===== src/rtl/rat_pkg.sv =====
`default_nettype none

package rat_pkg;

    // Width of the timestamp, the period entries, the numerator and the quotient
    localparam int unsigned DATA_W = 32;

    // Microseconds in one minute
    localparam longint unsigned MICROS_PER_MINUTE = 64'd60000000;

    // Restoring divide: one quotient bit per step
    localparam int unsigned DIV_STEPS = DATA_W;
    localparam int unsigned DIV_CNT_W = $clog2(DIV_STEPS);

    // Request kinds carried on the input tuser bit
    localparam logic REQ_MARK = 1'b0;
    localparam logic REQ_READ = 1'b1;

    // Controller to datapath
    typedef struct packed {
        logic mark_wr;     // store a period, advance the slot
        logic read_start;  // capture the fresh flag, clear the walk
        logic walk;        // read one ring entry, advance the walk address
        logic div_load;    // seed the divider
        logic div_step;    // one restoring divide step
        logic out_load;    // load the result register
    } t_cmd;

    // Datapath to controller
    typedef struct packed {
        logic walk_last;   // walk address sits on the last ring entry
        logic sum_zero;    // accumulated period sum is zero
    } t_sts;

endpackage

`default_nettype wire


===== src/rtl/rat_dp.sv =====
`default_nettype none

module rat_dp #(
    parameter int unsigned RING_LEN = 8
) (
    input  wire                            i_clk,
    input  wire                            i_rst_n,
    input  wire rat_pkg::t_cmd             i_cmd,
    input  wire [rat_pkg::DATA_W-1:0]      i_stamp,
    output rat_pkg::t_sts                  o_sts,
    output logic [rat_pkg::DATA_W-1:0]     o_rpm,
    output logic                           o_fresh,
    output logic                           o_zero
);

    localparam int unsigned IDX_W = $clog2(RING_LEN);
    localparam int unsigned SUM_W = rat_pkg::DATA_W + IDX_W;
    localparam int unsigned DW    = rat_pkg::DATA_W;
    localparam logic [63:0] NUM64 = rat_pkg::MICROS_PER_MINUTE * 64'(RING_LEN - 1);
    localparam logic [DW-1:0] NUMER = NUM64[DW-1:0];

    // Period ring
    logic [DW-1:0]       mem [RING_LEN];
    logic [RING_LEN-1:0] r_valid;
    logic [IDX_W-1:0]    r_slot;
    logic [DW-1:0]       r_prev;
    logic                r_mark_seen;

    // Sum walk
    logic [IDX_W-1:0]    r_addr;
    logic [IDX_W-1:0]    r_pend_idx;
    logic                r_pend;
    logic [DW-1:0]       r_rd_data;
    logic                r_rd_vld;
    logic [SUM_W-1:0]    r_acc;
    logic                r_fresh;

    // Divider
    logic [SUM_W-1:0]    r_rem;
    logic [DW-1:0]       r_quo;
    logic [SUM_W:0]      shifted;
    logic                ge;

    // Result
    logic [DW-1:0]       r_rpm;
    logic                r_fresh_out;
    logic                r_zero_out;

    logic [DW-1:0]       period;
    logic                last_slot;

    assign period    = i_stamp - r_prev;
    assign last_slot = (r_slot == IDX_W'(RING_LEN - 1));

    always_ff @(posedge i_clk) begin
        if (i_cmd.mark_wr) begin
            mem[r_slot] <= period;
        end
        if (i_cmd.walk) begin
            r_rd_data <= mem[r_addr];
        end
    end

    always_ff @(posedge i_clk) begin
        if (!i_rst_n) begin
            r_valid     <= '0;
            r_slot      <= '0;
            r_prev      <= '0;
            r_mark_seen <= 1'b0;
            r_pend      <= 1'b0;
            r_addr      <= '0;
        end else begin
            if (i_cmd.mark_wr) begin
                r_valid[r_slot] <= 1'b1;
                r_slot          <= last_slot ? '0 : r_slot + 1'b1;
                r_prev          <= i_stamp;
                r_mark_seen     <= 1'b1;
            end
            if (i_cmd.read_start) begin
                r_mark_seen <= 1'b0;
                r_addr      <= '0;
            end else if (i_cmd.walk) begin
                r_addr <= r_addr + 1'b1;
            end
            r_pend <= i_cmd.walk;
        end
    end

    always_ff @(posedge i_clk) begin
        if (i_cmd.read_start) begin
            r_fresh <= r_mark_seen;
        end
        if (i_cmd.walk) begin
            r_pend_idx <= r_addr;
            r_rd_vld   <= r_valid[r_addr];
        end
        // Skip the entry at the write slot and entries never written
        if (i_cmd.read_start) begin
            r_acc <= '0;
        end else if (r_pend && r_rd_vld && (r_pend_idx != r_slot)) begin
            r_acc <= r_acc + SUM_W'(r_rd_data);
        end
    end

    assign shifted = {r_rem, r_quo[DW-1]};
    assign ge      = (shifted >= {1'b0, r_acc});

    always_ff @(posedge i_clk) begin
        if (i_cmd.div_load) begin
            r_rem <= '0;
            r_quo <= NUMER;
        end else if (i_cmd.div_step) begin
            r_rem <= ge ? SUM_W'(shifted - {1'b0, r_acc}) : shifted[SUM_W-1:0];
            r_quo <= {r_quo[DW-2:0], ge};
        end
        if (i_cmd.out_load) begin
            r_rpm       <= (r_acc == '0) ? '1 : r_quo;
            r_zero_out  <= (r_acc == '0);
            r_fresh_out <= r_fresh;
        end
    end

    assign o_sts.walk_last = (r_addr == IDX_W'(RING_LEN - 1));
    assign o_sts.sum_zero  = (r_acc == '0);
    assign o_rpm           = r_rpm;
    assign o_fresh         = r_fresh_out;
    assign o_zero          = r_zero_out;

endmodule

`default_nettype wire


===== src/rtl/rat_ctrl.sv =====
`default_nettype none

module rat_ctrl (
    input  wire                 i_clk,
    input  wire                 i_rst_n,
    input  wire                 i_req_valid,
    input  wire                 i_req_type,
    input  wire                 i_out_ready,
    input  wire rat_pkg::t_sts  i_sts,
    output logic                o_req_ready,
    output logic                o_out_valid,
    output rat_pkg::t_cmd       o_cmd
);

    typedef enum logic [2:0] {
        S_IDLE,
        S_WALK,
        S_FLUSH,
        S_LOAD,
        S_DIV,
        S_FINISH
    } t_state;

    t_state                          r_state;
    logic [rat_pkg::DIV_CNT_W-1:0]   r_cnt;
    logic                            r_out_valid;
    logic                            accept;
    logic                            out_free;

    assign accept   = (r_state == S_IDLE) && i_req_valid;
    assign out_free = !r_out_valid || i_out_ready;

    always_comb begin
        o_cmd            = '0;
        o_cmd.mark_wr    = accept && (i_req_type == rat_pkg::REQ_MARK);
        o_cmd.read_start = accept && (i_req_type == rat_pkg::REQ_READ);
        o_cmd.walk       = (r_state == S_WALK);
        o_cmd.div_load   = (r_state == S_LOAD);
        o_cmd.div_step   = (r_state == S_DIV);
        o_cmd.out_load   = (r_state == S_FINISH) && out_free;
    end

    always_ff @(posedge i_clk) begin
        if (!i_rst_n) begin
            r_state     <= S_IDLE;
            r_cnt       <= '0;
            r_out_valid <= 1'b0;
        end else begin
            if (o_cmd.out_load) begin
                r_out_valid <= 1'b1;
            end else if (i_out_ready) begin
                r_out_valid <= 1'b0;
            end
            unique case (r_state)
                S_IDLE: begin
                    if (o_cmd.read_start) begin
                        r_state <= S_WALK;
                    end
                end
                S_WALK: begin
                    if (i_sts.walk_last) begin
                        r_state <= S_FLUSH;
                    end
                end
                S_FLUSH: begin
                    r_state <= S_LOAD;
                end
                S_LOAD: begin
                    r_cnt   <= '0;
                    // Zero sum saturates: skip the divide
                    r_state <= i_sts.sum_zero ? S_FINISH : S_DIV;
                end
                S_DIV: begin
                    r_cnt <= r_cnt + 1'b1;
                    if (r_cnt == rat_pkg::DIV_CNT_W'(rat_pkg::DIV_STEPS - 1)) begin
                        r_state <= S_FINISH;
                    end
                end
                S_FINISH: begin
                    if (out_free) begin
                        r_state <= S_IDLE;
                    end
                end
                default: begin
                    r_state <= S_IDLE;
                end
            endcase
        end
    end

    assign o_req_ready = (r_state == S_IDLE);
    assign o_out_valid = r_out_valid;

endmodule

`default_nettype wire


===== src/rtl/rolling_average_tachometer.sv =====
`default_nettype none

// Channel   Dir  tdata                      tuser
// s_axis    in   [31:0] timestamp_us        [0] req_type (0 mark, 1 read)
// m_axis    out  [31:0] speed_rpm           [0] fresh, [1] zero_sum
//
// A mark request produces no response.
// A read request walks the period ring memory (one entry per cycle through
// its single read port), then runs a 32-step restoring divide; a zero sum
// skips the divide.
// Reset clears the ring through per-entry valid bits; no clearing pass.
// The response register lets a new request in while the last response waits;
// a finished read holds in place until that register is free.

module rolling_average_tachometer #(
    parameter int unsigned RING_LEN = 8
) (
    input  wire         i_clk,
    input  wire         i_rst_n,
    input  wire         s_axis_tvalid,
    output logic        s_axis_tready,
    input  wire  [31:0] s_axis_tdata,   // [31:0] timestamp_us
    input  wire  [0:0]  s_axis_tuser,   // [0] req_type
    output logic        m_axis_tvalid,
    input  wire         m_axis_tready,
    output logic [31:0] m_axis_tdata,   // [31:0] speed_rpm
    output logic [1:0]  m_axis_tuser    // [0] fresh, [1] zero_sum
);

    rat_pkg::t_cmd cmd;
    rat_pkg::t_sts sts;
    logic          fresh;
    logic          zero;

    // Sequence the request: mark write, sum walk, divide, response
    rat_ctrl u_ctrl (
        .i_clk       (i_clk),
        .i_rst_n     (i_rst_n),
        .i_req_valid (s_axis_tvalid),
        .i_req_type  (s_axis_tuser[0]),
        .i_out_ready (m_axis_tready),
        .i_sts       (sts),
        .o_req_ready (s_axis_tready),
        .o_out_valid (m_axis_tvalid),
        .o_cmd       (cmd)
    );

    // Hold the ring, the running sum, the divider and the response register
    rat_dp #(
        .RING_LEN (RING_LEN)
    ) u_dp (
        .i_clk   (i_clk),
        .i_rst_n (i_rst_n),
        .i_cmd   (cmd),
        .i_stamp (s_axis_tdata),
        .o_sts   (sts),
        .o_rpm   (m_axis_tdata),
        .o_fresh (fresh),
        .o_zero  (zero)
    );

    assign m_axis_tuser = {zero, fresh};

endmodule

`default_nettype wire


===== config.mk =====
export PLATFORM = sky130hd
export DESIGN_NAME = rolling_average_tachometer
export DESIGN_NICKNAME = d
export VERILOG_FILES = /design/src/rtl/rat_pkg.sv /design/src/rtl/rat_dp.sv /design/src/rtl/rat_ctrl.sv /design/src/rtl/rolling_average_tachometer.sv
export SDC_FILE = /design/constraint.sdc
export NUM_CORES = 1
export LEC_CHECK = 0
export ABC_AREA = 1
export BUFFER_PORTS_ARGS = -buffer_cell sky130_fd_sc_hd__buf_2
export CELL_PAD_IN_SITES_DETAIL_PLACEMENT = 1
export CELL_PAD_IN_SITES_GLOBAL_PLACEMENT = 1
export CORE_MARGIN = 2
export CORE_UTILIZATION = 47
export CTS_CLUSTER_SIZE = 8
export DETAILED_ROUTE_END_ITERATION = 8
export PLACE_DENSITY_LB_ADDON = 0.1
export SLEW_MARGIN = 5
export SYNTH_ARGS = -nofsm -noshare
export SYNTH_HDL_FRONTEND = slang
export SYNTH_SLANG_ARGS = --single-unit

===== constraint.sdc =====
create_clock -name i_clk -period 10.3 [get_ports i_clk]
set_clock_uncertainty 0.2 [all_clocks]
set_input_delay 0.515 -clock i_clk [delete_from_list [all_inputs] [get_ports i_clk]]
set_output_delay 0.515 -clock i_clk [all_outputs]
set_load 0.05 [all_outputs]

==> impl.org, run 1 <==
** Floorplanning
- In this run the horizontal extent of the chip is 234 um.
- Count of standard-cell rows :: 84
- Die height :: 234 um
- Pin placement for this block handled 73 I/O pins.
- Initial Utilization :: 0.474
- In this run the standard cell core region covers 0.0524 mm^2.
- The die covers 0.0547 mm^2.

** Synth
- Number of synthesized flops with an enable pin :: 327
- Post-synthesis net count :: 3048
- After synthesis the cells add up to about 0.025 mm^2.
- The biggest area contributor in the post-synthesis netlist is edfxtp_1.
- Count of yosys warnings during synthesis :: 0
- Mean Syn Cell Area :: 8.55 um^2
- After synthesis the netlist holds a flip-flop and latch count of 486.
- Gate count of the mapped netlist :: 2904
- The synthesized netlist contains 47 unique library cells.
- Top flip-flop cell by instance count after synthesis :: edfxtp_1
- Proportion of register bits with asynchronous set or reset after synthesis :: 0
- Area fraction of the dominant cell type after synthesis :: 0.395
- After synthesis, the most frequently instantiated cells are 532 x nand2_1, 441 x nor2_1, 341 x inv_1, 327 x edfxtp_1, 253 x o21ai_0.
- Cell types with the largest area share after synthesis :: edfxtp_1 40%, dfxtp_1 13%, nand2_1 8.0%, nor2_1 6.7%, ha_1 5.2%
- Yosys instantiated no cell more often than nand2_1.
- The share of the Yosys chip area taken by registers is 0.523.

** Setup path
- The worst register-to-register path has a setup slack of roughly 7000 ps.
- For the worst setup path, the data required time is 10380 ps.
- Element type at the critical path end :: flop
- The worst setup path is launched from an input pin.
- At the worst endpoint, the arrival time is 3570 ps.
- The endpoint identified for the worst register-to-register timing path is u_dp.r_rem[13].
- Along the worst path, the maximum fanout reaches 8.
- Counting cells, the worst reg-to-reg path comes to 12.
- Critical register-to-register path startpoint :: u_dp.r_acc[29]
- Path type of the worst setup path :: input pin to flop

** Clock tree
- Clock Root Buffer :: clkbuf_16
- Clock tree synthesis inserted a total of 71 buffers.
- The number of gates resized after CTS was 0.
- After clock tree synthesis, the clock-pin slew on the worst setup and hold paths is approximately 50 ps.
- No sink is reached through more buffers than the 3 on the longest clock path.
- TritonCTS built the clock tree.
- Clock tree synthesis found a total of 486 sinks.
- Post-CTS setup buffers :: 0
- H-Tree Depth :: 3
- Hold repair after CTS inserted 2 buffers.
- Clock Latency Late Sink :: 600 ps

** Cells and area
- Ant. Diodes :: 0
- Compared with the post-synthesis result, the final layout area differs by 12.3%.
- Of the cells placed in the final design, the portion with a size suffix greater than 1 is 0.0738.
- Final instance count without filler cells :: 3696
- Measured on the finished design, the core utilization comes to 0.532.
- After routing the design area is 0.0279 mm^2.
- In the final design database the tool counted 3115 nets.

** Global route
- Pin count of the biggest net entering global routing :: 94
- The total overflow left after global routing is 0.
- Vias in the first global route :: 21847
- Antenna violations before repair :: 0
- In the global route stage, overall resource usage came out at 0.285.
- Wire length of the first global-routing pass :: 121 mm

** Routing
- Number of remaining DRC errors :: 0
- After detailed routing, the average wire length per cell comes to 20.6 um.
- After the first detailed-routing iteration, the DRC count stood at roughly 1100.
- In the routed layout, each cell is associated on average with a via count of 5.58.
- The first TritonRoute pass finished after 5 iterations.
- Summed over all layers, the routed wires come to 76.1 mm.
- DRT antenna net count :: 0
- Across all layers, the routed design uses 20637 vias.

** Timing
- Count of final setup violators :: 0
- Setup TNS :: 0 ps
- Hold timing on the final database bottoms out at a slack of 23.5 ps.
- Maximum clock frequency :: 286 MHz
- Setup repair after global routing missed its margin :: false
- In the finished design, the share of the clock period the worst path needs comes to 0.339.
- Final setup margin :: 6800 ps
- Measured slew at the worst slew-check pin :: ~1100 ps
- Headroom to the max-slew limit came out at 0.261.
- Hold Fails Final Rpt :: 0
- Number of max-slew violations in the final report :: 0
- Final Critical Period :: 3500 ps

** Run status
- Result of the run :: finished clean

** Pwr
- The design draws roughly 8.8 mW.
- IR analysis of the VDD net gives a maximum drop of 0.162 mV.
- Leakage power summed over all cells :: 11.8 nW
- In this run the power density over the cells is 317 mW/mm^2.

** Placed design
- Port buffer count :: 72
- Total half-perimeter wirelength after legalization and detailed placement :: 54.0 mm
- Cell area after placement :: 0.0259 mm^2
- Routability-driven placement finished with a final weighted congestion of 0.947.
- At the placement stage, the worst setup path has a slack of 6730 ps.
- Placed insts :: 3584

** Worst hold path
- Startpoint of the lowest-slack hold path :: s_axis_tdata[26]
- Endpoint of the worst hold path :: u_dp.r_prev[26]
- Min-delay worst type :: input pin to flop
- Cell depth of the worst min-delay path :: 3

** Run
- Max-cap violations :: 0
[cell usage in the layout, fill, tap and decap left out, types with 23 or more instances in the layout]
| cell type | instances |
|---|---|
| nand2_1 | 532 |
| nor2_1 | 433 |
| inv_1 | 338 |
| edfxtp_1 | 327 |
| o21ai_0 | 253 |
| a21oi_1 | 183 |
| dfxtp_1 | 157 |
| nand3_1 | 142 |
| ha_1 | 104 |
| clkbuf_16 | 73 |
| buf_2 | 72 |
| o22ai_1 | 46 |
| nand4_1 | 41 |
| xor2_1 | 39 |
| a31oi_1 | 37 |
| clkbuf_1 | 32 |
| buf_4 | 23 |
[metal layers]
layer | track usage | part of all wire | wire, um
met1 | 0.351 | 0.43 | 32500
met2 | 0.512 | 0.51 | 38600
met3 | 0.0370 | 0.035 | 2660
met4 | 0.0987 | 0.031 | 2340
met5 | 0 | 0 | 0
[where the power goes]
| group | leakage (nW) | switching [mW] | internal [mW] | total, mW |
|---|---|---|---|---|
| Sequential | 4.27 | 0.194 | 2.54 | 2.74 |
| Clock | 0.962 | 0.827 | 1.29 | 2.12 |
| Combinational | 6.55 | 2.80 | 1.18 | 3.98 |
[critical path, cell delays in order]
cell	delay, ps
dlygate4sd3_1	520
buf_2	90
inv_1	40
ha_1	220
fa_1	410
o21ai_1	320
a21boi_1	210
o21ai_1	370
a21boi_1	210
xnor2_1	650
[registers in the layout (all words and copies together) (netlist names), 3 cells and up]
signal           flops
u_ctrl.r_cnt         5
u_ctrl.r_state       3
u_dp.mem           256
u_dp.o_rpm          32
u_dp.r_acc          35
u_dp.r_addr          3
u_dp.r_pend_idx      3
u_dp.r_prev         32
u_dp.r_quo          32
u_dp.r_rd_data      32
u_dp.r_rem          35
u_dp.r_slot          3
u_dp.r_valid         8
[worst max-delay path by stage]
stage	from	end	slack, ps	cells past startpoint
after floorplan	u_ctrl.r_state[0]	u_dp.mem[3][0]	6700	10
after global placement	s_axis_tdata[0]	u_dp.mem[0][18]	6860	9
after detailed placement	s_axis_tdata[0]	u_dp.mem[5][18]	6730	9
after CTS	s_axis_tdata[0]	u_dp.mem[7][18]	6820	10
after global routing	s_axis_tdata[0]	u_dp.mem[7][18]	6580	10
final	s_axis_tdata[0]	u_dp.mem[7][18]	6800	10
[kinds of logic after synthesis]
group                    Yosys count  synth area share
AND/OR/NAND/NOR                 1220             0.203
AO/OA/AOI/OAI                    586             0.129
flip-flops                       486             0.523
buffers and inverters            448            0.0692
adder cells (fa/ha/maj)          107            0.0548
XOR/XNOR                          57            0.0201
[cell type report]
class | instances | area, um^2
fill | 6149 | 24500
sequential | 486 | 13000
multi-input combinational | 1970 | 10200
clock buffer | 105 | 1950
inverter | 345 | 1300
tap | 688 | 861
timing repair buffer | 97 | 553
clock inverter | 5 | 50.0
(Power assumes the default switching activity.)
==> run 2, diff against run 1 <==
--- a/config.mk
+++ b/config.mk
@@ -10,7 +10,7 @@
 export CELL_PAD_IN_SITES_DETAIL_PLACEMENT = 1
 export CELL_PAD_IN_SITES_GLOBAL_PLACEMENT = 1
 export CORE_MARGIN = 2
-export CORE_UTILIZATION = 47
+export CORE_UTILIZATION = 44
 export CTS_CLUSTER_SIZE = 8
 export DETAILED_ROUTE_END_ITERATION = 8
 export PLACE_DENSITY_LB_ADDON = 0.1
==> constraint.sdc (replaced) <==
create_clock -name i_clk -period 2.85 [get_ports i_clk]
set_clock_uncertainty 0.2 [all_clocks]
set_input_delay 0.1425 -clock i_clk [delete_from_list [all_inputs] [get_ports i_clk]]
set_output_delay 0.1425 -clock i_clk [all_outputs]
set_load 0.05 [all_outputs]
==> run 2 against run 1 <==
Count of clock-buffer cells in the layout rose by 4. Register-to-register slack got worse by 6800 ps. Sequential share of layout area fell by 3.0 points. Clock power rose to 3.7 times the previous value. Global-route usage fell by 0.84 points. Cell count rose by 6.5%. Wire length rose by 6.0%. Total power rose to 3.9 times the previous value. Sequential power rose to 3.6 times the previous value. Critical path depth rose by 3. Sequential cell count did not move. First-iteration DRC count rose by 4.1%. Critical path type is now flop to flop. Critical endpoint is now u_dp.mem[0][19]. Largest power group unchanged.
==> impl.org, run 2 (synthesis results as in run 1) <==
** Run status
- Result of the run :: finished clean

** Setup path
- Path type of the worst setup path :: flop to flop
- The worst setup path is launched from a flop.
- The critical path required time was 3000 ps (-7380 ps).
- The peak fanout along the critical path was 8 (unchanged).
- Cells along the critical path :: inv_1 -> ha_1 -> a21oi_1 -> nand2_1 -> a21oi_2 -> o21ai_0 -> nand3_1 -> nand2_1 -> buf_4 -> nand2_1 -> nand2_1 -> xor2_1 -> buf_4
- Dominant cell type by count on the critical path :: nand2_1
- Crit path arrival time :: 2890 ps (-680 ps)
- The worst setup path is captured at a flop.
- The maximum single-stage delay on the critical path is 340 ps (-310 ps).
- The largest individual stage delay along the critical path comes from the cell ha_1.

** Routing
- The total vias in the final route was 21480 (+4.1%).
- The number of nets with antenna violations after routing is 0 (unchanged).
- The count of unresolved DRC violations after routing is 0 (unchanged).
- The total wire length after detailed routing was 80.6 mm (+6.0%).
- Routed wirelength normalized by instance count :: 20.5 um (-0.48%)
- The detail-routed via count per cell came to 5.45 (-2.3%).
- The number of design-rule violations left by the first detailed-router iteration is 1165 (+4.1%).
- The iteration count of the initial detailed-routing pass came to 5 (unchanged).

** Pwr
- Proportion of power drawn by combinational gates :: 0.482 (+0.032)
- Pint :: 19.3 mW (+280%)
- Share of total power in sequential cells :: 0.288 (-0.022)
- Net Switching :: 14.7 mW (+290%)
- Pwr Density :: 1140 mW/mm^2 (+260%)
- Leakage power summed over all cells :: 12.6 nW (+7.4%)
- Peak supply drop :: 0.735 mV (+350%)
- Sw Share :: 0.433 (+0.000804)
- Proportion of power drawn by the clock network :: 0.231 (-0.009)

** Placed design
- Cell area after placement :: 0.0269 mm^2 (+4.0%)
- The pre-CTS worst setup slack was -133 ps (-6860 ps).
- The placer congestion estimate came to 0.967 (+2.1%).
- Total half-perimeter wirelength after legalization and detailed placement :: 56.4 mm (+4.4%)
- Port buffer count :: 72 (unchanged)

** Timing
- Headroom to the max-slew limit :: 0.513 (+0.252)
- Maximum clock frequency :: 364 MHz
- Count of final setup violators :: 0 (unchanged)
- Final critical-path share of the clock period :: 0.964
- The number of hold violations in the final report is 0 (unchanged).
- Final Critical Period :: 2750 ps
- The final setup slack of the worst path was 103 ps (-6700 ps).
- The count of pins over their slew limit is 0 (unchanged).
- The transition time at the pin with the least slew margin came to 725 ps (-377 ps).

** Floorplanning
- Die Footprint :: 0.0584 mm^2 (+6.7%)
- Die width :: 242 um (+3.3%)
- Die height :: 242 um (+3.3%)
- The top-level port count came to 73 (unchanged).
- Core Region :: 0.0561 mm^2 (+6.9%)
- Count of standard-cell rows :: 87 (+3.6%)
- Initial Utilization :: 0.443 (-0.0305)

** Cells and area
- Registers with the highest flip-flop counts :: u_dp.mem (256), u_dp.r_acc (35), u_dp.r_rem (35)
- Register bank with the most flops :: u_dp.mem
- Most frequent standard cell in the layout excluding fill and tap cells :: nand2_1
- The area growth from synthesis to layout is 20.1%.
- The multi-input gate area in the final layout came to 0.0103 mm^2 (+1.5%).
- The net total in the final layout was 3283 (+5.4%).
- The final antenna diode count came to 0 (unchanged).
- The area used by sequential logic in the layout came to 0.0130 mm^2 (about the same).
- Number of flip-flops under the largest register name :: 256 (unchanged)
- The share of cells above drive strength 1 is 0.113 (+0.0393).
- The number of inserted filler cells in the final layout was 6532 (+6.2%).
- The library cells used most frequently in the layout, excluding fill and tap cells, are 527 x nand2_1, 430 x nor2_1, 335 x inv_1.
- Post-route cell area :: 0.0298 mm^2 (+7.0%)
- The final core utilization is 0.532 (about the same).

** Global route
- The initial antenna violation count is 0 (unchanged).
- Vias in the first global route :: 22925 (+4.9%)
- Overall global routing resource usage :: 0.276 (-0.00843)
- Pin count of the biggest net entering global routing :: 136 (+45%)
- Wire length of the first global-routing pass :: 127 mm (+5.3%)
- The total congestion overflow was 0 (unchanged).

** Clock tree
- The post-CTS clock slew at the launch and capture registers of the worst setup and hold paths came to 50 ps (about the same).
- Clock Latency Late Sink :: 610 ps (about the same)
- The clock sink total was 486 (unchanged).
- The CTS buffer count is 71 (unchanged).
- TritonCTS clock tree :: done
- H-Tree Depth :: 3 (unchanged)
- Clock buffer depth :: 3 (unchanged)
- Clock Root Buffer :: clkbuf_16

** Worst hold path
- Min-delay worst type :: input pin to flop

** Run
- Max-cap violations :: 0 (unchanged)
-- run 2: path summary, 6_finish.rpt --
kind / start / to / slack (ps) / cells past startpoint
worst min register to register: u_dp.r_fresh / u_dp.o_fresh / 230 / 0
worst max register to register: u_dp.r_prev[2] / u_dp.mem[0][19] / 100 / 13
worst max-delay path: u_dp.r_prev[2] / u_dp.mem[0][19] / 100 / 13
worst min-delay path: m_axis_tready / u_ctrl.o_out_valid / 230 / 5
-- run 2: power groups by stage --
| stage | Combinational (mW) | Sequential (mW) | Clock [mW] |
|---|---|---|---|
| 5_1_grt | 18.1 | 9.88 | 8.27 |
| 6_report | 16.4 | 9.79 | 7.85 |
| 4_1_cts | 16.2 | 9.77 | 7.98 |
| 3_3_place_gp | 15.5 | 9.82 | 0 |
| 3_5_place_dp | 15.9 | 9.88 | 0 |
| 2_1_floorplan | 10.4 | 9.65 | 0 |
-- run 2: critical path: cells and delay by family, from the launching register on --
kind,cells,cell delay (ps)
AOI/OAI and AO/OA,3,620
xor gates and xnor gates,1,160
adders and majority gates,1,340
buffers and inverters,3,390
DFF,1,310
and+or+nand+nor,5,460
-- run 2: per-layer routing --
layer  track usage  share of wire  routed length (um)
met1         0.340           0.43               34400
met2         0.499           0.51               41000
met3        0.0354          0.032                2600
met4        0.0930          0.032                2590
met5             0              0                   0
-- run 2: layout make-up --
type | instances | area share
repair buffers | 265 | 0.0735
inverters | 345 | 0.0436
clock buffers | 109 | 0.0657
well taps | 756 | 0.0317
clock inverters | 7 | 0.00306
multi-input cells | 1970 | 0.346
flip-flops and latches | 486 | 0.436
-- run 2: per-stage QoR --
stage          setup TNS (ps)  hold WS, ps  power [mW]  instances
6_report                    0          225        34.0       3938
5_1_grt                 -25.5          228        36.3       3938
4_1_cts                     0          186        33.9       3936
3_5_place_dp             -907          213        25.8       3750
3_3_place_gp             -104          191        25.3       3750
2_1_floorplan           -1010         77.4        20.0       2904
-- run 2: what timing repair did --
item,CTS,global route
setup endpoints to repair,62,159
pin swaps,0,4
buffers inserted,1,2
endpoints found under the hold margin,74,0
resized for setup,10,27
cloned,0,0
hold buffers,69,0
